==> config.mk <==
export PLATFORM = sky130hd
export DESIGN_NAME = mrq_front
export DESIGN_NICKNAME = d
export VERILOG_FILES = /design/src/hdl/mrq_pkg.sv /design/src/hdl/mrq_front.sv
export SDC_FILE = /design/constraint.sdc
export NUM_CORES = 1
export LEC_CHECK = 0
export ABC_AREA = 1
export BUFFER_PORTS_ARGS = -buffer_cell sky130_fd_sc_hd__clkbuf_2
export CAP_MARGIN = 20
export CORE_ASPECT_RATIO = 1.2
export CORE_MARGIN = 5
export CORE_UTILIZATION = 50
export DETAILED_ROUTE_END_ITERATION = 16
export HOLD_SLACK_MARGIN = 0.1
export PLACE_DENSITY = 0.85
export SYNTH_ARGS = -nofsm -noshare
export SYNTH_HDL_FRONTEND = slang
export SYNTH_SLANG_ARGS = --single-unit
==> constraint.sdc <==
create_clock -name i_clk -period 2.05 [get_ports i_clk]
set_input_delay 0.205 -clock i_clk [delete_from_list [all_inputs] [get_ports i_clk]]
set_output_delay 0.205 -clock i_clk [all_outputs]
set_load 0.01 [all_outputs]
==> src/hdl/mrq_pkg.sv <==
package mrq_pkg;

    // Default sizing of the queue.
    localparam int SLOTS_DEF     = 16;
    localparam int MAX_BYTES_DEF = 64;

    // Depth of the command queue between front and back end.
    localparam int CMDQ_DEPTH = 2;

    // Configuration port.
    localparam int CFG_IDX_W  = 1;
    localparam int CFG_DATA_W = 7;

    typedef logic [6:0] t_size;
    typedef logic [7:0] t_byte;
    typedef logic [4:0] t_qcnt;

    localparam logic [CFG_IDX_W-1:0] CFG_SLOT_CAPACITY     = 1'd0;
    localparam logic [CFG_IDX_W-1:0] CFG_MAX_MESSAGE_BYTES = 1'd1;

    typedef enum logic [1:0] {
        OP_SEND  = 2'd0,
        OP_PEEK  = 2'd1,
        OP_POP   = 2'd2,
        OP_CLEAR = 2'd3
    } t_op;

    typedef enum logic [1:0] {
        ST_OK    = 2'd0,
        ST_FULL  = 2'd1,
        ST_EMPTY = 2'd2
    } t_status;

    // Command class decided by the front end.
    typedef enum logic [1:0] {
        K_SEND  = 2'd0,
        K_READ  = 2'd1,
        K_CLEAR = 2'd2
    } t_kind;

    typedef struct packed {
        t_op   operation;
        t_byte in_byte;
        logic  in_byte_valid;
        logic  in_last;
        t_size read_limit;
    } t_in_item;

    typedef struct packed {
        t_status status;
        t_byte   out_byte;
        logic    out_byte_valid;
        t_size   stored_size;
        t_qcnt   queued_count;
        logic    out_last;
    } t_out_item;

    typedef struct packed {
        t_kind kind;
        logic  pop;
        t_byte data;
        logic  data_valid;
        logic  last;
        t_size limit;
    } t_cmd;

endpackage

==> src/hdl/mrq_front.sv <==
module mrq_front (
    input  logic              i_clk,
    input  logic              i_rst_n,
    input  logic              i_in_valid,
    output logic              o_in_stall,
    input  mrq_pkg::t_in_item i_in,
    output logic              o_cmd_valid,
    output mrq_pkg::t_cmd     o_cmd,
    input  logic              i_cmd_pop
);

    localparam int DEPTH = mrq_pkg::CMDQ_DEPTH;
    localparam int PTR_W = (DEPTH > 1) ? $clog2(DEPTH) : 1;
    localparam int CNT_W = $clog2(DEPTH + 1);

    mrq_pkg::t_cmd    r_q [DEPTH];
    logic [PTR_W-1:0] r_wp;
    logic [PTR_W-1:0] r_rp;
    logic [CNT_W-1:0] r_cnt;
    logic [PTR_W-1:0] n_wp;
    logic [PTR_W-1:0] n_rp;
    logic [CNT_W-1:0] n_cnt;
    logic             push;
    mrq_pkg::t_cmd    cls;

    // Classify the incoming item into a command for the back end.
    always_comb begin
        cls            = '0;
        cls.data       = i_in.in_byte;
        cls.data_valid = i_in.in_byte_valid;
        cls.last       = i_in.in_last;
        cls.limit      = i_in.read_limit;
        cls.pop        = (i_in.operation == mrq_pkg::OP_POP);
        unique case (i_in.operation)
            mrq_pkg::OP_SEND:  cls.kind = mrq_pkg::K_SEND;
            mrq_pkg::OP_PEEK,
            mrq_pkg::OP_POP:   cls.kind = mrq_pkg::K_READ;
            mrq_pkg::OP_CLEAR: cls.kind = mrq_pkg::K_CLEAR;
            default:           cls.kind = mrq_pkg::K_CLEAR;
        endcase
    end

    assign o_in_stall  = (r_cnt == CNT_W'(DEPTH));
    assign push        = i_in_valid && !o_in_stall;
    assign o_cmd_valid = (r_cnt != '0);
    assign o_cmd       = r_q[r_rp];

    // Pointer and fill count updates of the command queue.
    always_comb begin
        n_wp  = r_wp;
        n_rp  = r_rp;
        n_cnt = r_cnt;
        if (push) begin
            n_wp = (r_wp == PTR_W'(DEPTH - 1)) ? '0 : r_wp + 1'b1;
        end
        if (i_cmd_pop) begin
            n_rp = (r_rp == PTR_W'(DEPTH - 1)) ? '0 : r_rp + 1'b1;
        end
        if (push && !i_cmd_pop) begin
            n_cnt = r_cnt + 1'b1;
        end else if (!push && i_cmd_pop) begin
            n_cnt = r_cnt - 1'b1;
        end
    end

    always_ff @(posedge i_clk) begin
        if (!i_rst_n) begin
            r_wp  <= '0;
            r_rp  <= '0;
            r_cnt <= '0;
        end else begin
            r_wp  <= n_wp;
            r_rp  <= n_rp;
            r_cnt <= n_cnt;
        end
    end

    // Queue entries carry no reset.
    always_ff @(posedge i_clk) begin
        if (push) begin
            r_q[r_wp] <= cls;
        end
    end

endmodule

==> impl_metrics.env <==
export IMPL_die_area_mm2=0.004897
export IMPL_clock_path_buffers=2
export IMPL_synth_common_cells="edfxtp_1, mux2_4, nor2_1"
export IMPL_die_w_um=64.72
export IMPL_first_pass_iters=4
export IMPL_tns_ns=0
export IMPL_finalSetupViolCount=0
export IMPL_die_h_um=75.67
export IMPL_critPathKind="reg -> out"
export IMPL_crit_chain="buf_4, mux2_4, clkbuf_2"
export IMPL_post_cts_resized=0
export IMPL_h_tree_depth=2
export IMPL_synth_async_sr_flop_share_pct=0
export IMPL_grt_total_usage_pct=14.34
export IMPL_via_count=1036
export IMPL_synth_edf_count=40
export IMPL_initial_utilization_pct=52.91
export IMPL_relSlewSlack_pct=76.14
export IMPL_wire_per_inst_um=15.90
export IMPL_total_leakage_power_nw=1.010
export IMPL_hp_class="in -> reg"
export IMPL_skew_ns=0.007901
export IMPL_reg2reg_depth=9
export IMPL_synth_most_common_cell="edfxtp_1"
export IMPL_num_rows=23
export IMPL_num_antenna_cells=0
export IMPL_fmax_mhz=614.8
export IMPL_ant_nets=0
export IMPL_cts_tree="built"
export IMPL_ff2ff_setup_slack_ns=0.53
export IMPL_clkTransAtPathRegs_ns=0.08
export IMPL_peakVddDrop_mv=0.5077
export IMPL_syn_num_nets=128
export IMPL_nNetsFinal=195
export IMPL_synth_area_leaders="edfxtp_1, mux2_4, dfxtp_1"
export IMPL_slowest_delay_ns=0.34
export IMPL_layout_worst_path_cycle_share_pct=79.34
export IMPL_critical_path_slowest_cell="mux2_4"
export IMPL_worstSetupStartpointType="flip-flop"
export IMPL_grt_pass1_vias=1051
export IMPL_synth_top_area_cell="edfxtp_1"
export IMPL_yosys_most_used_dff="edfxtp_1"
export IMPL_rsz0062_at_grt="no"
export IMPL_avgSynthCellArea_um2=17.61
export IMPL_total_power_mw=2.220
export IMPL_numCtsBuffers=5
export IMPL_ys_warn_count=0
export IMPL_dr_first_iter_drc_count=28
export IMPL_cts_sinks=45
export IMPL_post_cts_setup_buffer_count=0
export IMPL_post_route_cells_drive_above_1_share_pct=48.24
export IMPL_port_buffer_count=44
export IMPL_utilization_pct=69.27
export IMPL_status="finished clean"
export IMPL_critPathCaptureType="output pin"
export IMPL_drv_cap=0
export IMPL_antenna_found_initial=0
export IMPL_grt_max_degree=21
export IMPL_drcViolationCount=0
export IMPL_pre_cts_slack_ns=0.5893
export IMPL_critPathRequiredTime_ns=1.85
export IMPL_worstHoldPathCells=1
export IMPL_r2r_end="r_cnt[1]"
export IMPL_period_needed_ns=1.626
export IMPL_tightestPinTransition_ns=0.3579
export IMPL_critical_path_top_delay_family="buffers and inverters"
export IMPL_synth_seq_cells=45
export IMPL_area_growth_pct=30.92
export IMPL_clk_latency_ns=0.30
export IMPL_power_density_mw_per_mm2=943.7
export IMPL_netlist_area_mm2=0.001797
export IMPL_avgViaCountPerCell=5.005
export IMPL_synth_top_area_share_pct=66.85
export IMPL_reg2reg_from="r_cnt[1]"
export IMPL_grt_pass1_wl_um=4995
export IMPL_yosysSeqAreaShare_pct=72.42
export IMPL_hold_buffers=7
export IMPL_boundaryPins=45
export IMPL_cp_max_fo=20
export IMPL_holdPathEnd="r_q[1][8]"
export IMPL_grt_overflow=0
export IMPL_crit_buf_inv=2
export IMPL_drt_wl_total_um=3291
export IMPL_fin_ws_ns=0.4236
export IMPL_synth_cell_types=15
export IMPL_finalHoldViolCount=0
export IMPL_hold_path_startpoint="i_in[8]"
export IMPL_cp_arrival_ns=1.42
export IMPL_fin_hold_ws_ns=0.1136
export IMPL_routabilityCongestion=0.8490
export IMPL_root_buffer="clkbuf_8"
export IMPL_core_area_mm2=0.003396
export IMPL_slew_violations=0
export IMPL_syn_inst=102
export IMPL_hpwl_um=2357
-- cell families (layout without fill, tap and decap cells) --
group	after synthesis	after routing	share of synthesized area (%)
AOI/OAI and AO/OA	4	4	1.323
adders and majority gates	3	3	2.089
buffers and inverters	12	80	3.343
DFF	45	45	72.42
muxes	20	20	16.71
and+or+nand+nor	18	18	4.109
-- worst reg2reg max path, cell delays in order (launching register included) --
cell,delay [ns]
dfxtp_1,0.36
inv_2,0.07
o21ai_2,0.23
inv_2,0.08
ha_1,0.31
inv_1,0.10
nand3_1,0.10
nand2_1,0.08
inv_1,0.05
nor2_1,0.09
-- routing by layer --
metal | share of wire (%) | vias to the layer above | wire, µm | GRT usage (%)
met5 | 0 | - | 0 | 0
met2 | 56 | 33 | 1855 | 26.25
met4 | 1.6 | 0 | 53 | 7.746
met3 | 6.7 | 5 | 221 | 6.047
li1 | - | 500 | - | -
met1 | 35 | 498 | 1161 | 13.67
-- worst max path at each step --
| stage | from | end | slack, ns | cells past startpoint |
|---|---|---|---|---|
| 2_1_floorplan | r_cnt[0] | r_q[1][0] | 0.31 | 2 |
| 3_3_place_gp | r_cnt[1] | r_cnt[1] | 0.74 | 9 |
| 3_5_place_dp | r_cnt[1] | r_cnt[1] | 0.59 | 9 |
| 4_1_cts | flip-flop | o_cmd[12] | 0.39 | 3 |
| 5_1_grt | flip-flop | o_cmd[15] | 0.34 | 3 |
| 6_report | flip-flop | o_cmd[12] | 0.42 | 3 |
-- per-stage QoR --
stage               std cells  area, µm²
floorplan                 102       1797
global placement          184       2068
detailed placement        184       2068
CTS                       199       2272
global route              207       2352
finish                    207       2352
-- cell usage in the layout, fill, tap and decap left out, types with 2 or more instances in the layout --
| cell | instances |
|---|---|
| bufinv_16 | 2 |
| inv_1 | 7 |
| mux2_4 | 20 |
| nor2_1 | 7 |
| nand2_1 | 6 |
| nor2_2 | 2 |
| inv_2 | 3 |
| buf_4 | 3 |
| dfxtp_1 | 5 |
| o21ai_0 | 2 |
| clkbuf_2 | 44 |
| clkbuf_8 | 5 |
| dlygate4sd3_1 | 15 |
| ha_1 | 3 |
| edfxtp_1 | 40 |
-- cell type report --
class | instances | area [µm²]
Multi-Input combinational cell | 45 | 440.4
Clock buffer | 5 | 68.82
Fill cell | 238 | 1044
Timing Repair Buffer | 62 | 392.9
Tap cell | 37 | 46.29
Sequential cell | 45 | 1301
Inverter | 10 | 37.54
Clock inverter | 3 | 65.06
-- registers in the layout, indices dropped and copies added (netlist names), named ones only --
name   count
r_q       40
r_wp       1
r_rp       1
r_cnt      2
-- where the power goes --
group	internal [mW]	total (mW)	leakage, nW	switching (mW)
clock	0.484	0.763	0.0681	0.280
combinational	0.168	0.341	0.527	0.174
sequential	1.09	1.12	0.415	0.0279
Power figures use the tool's default switching activity.
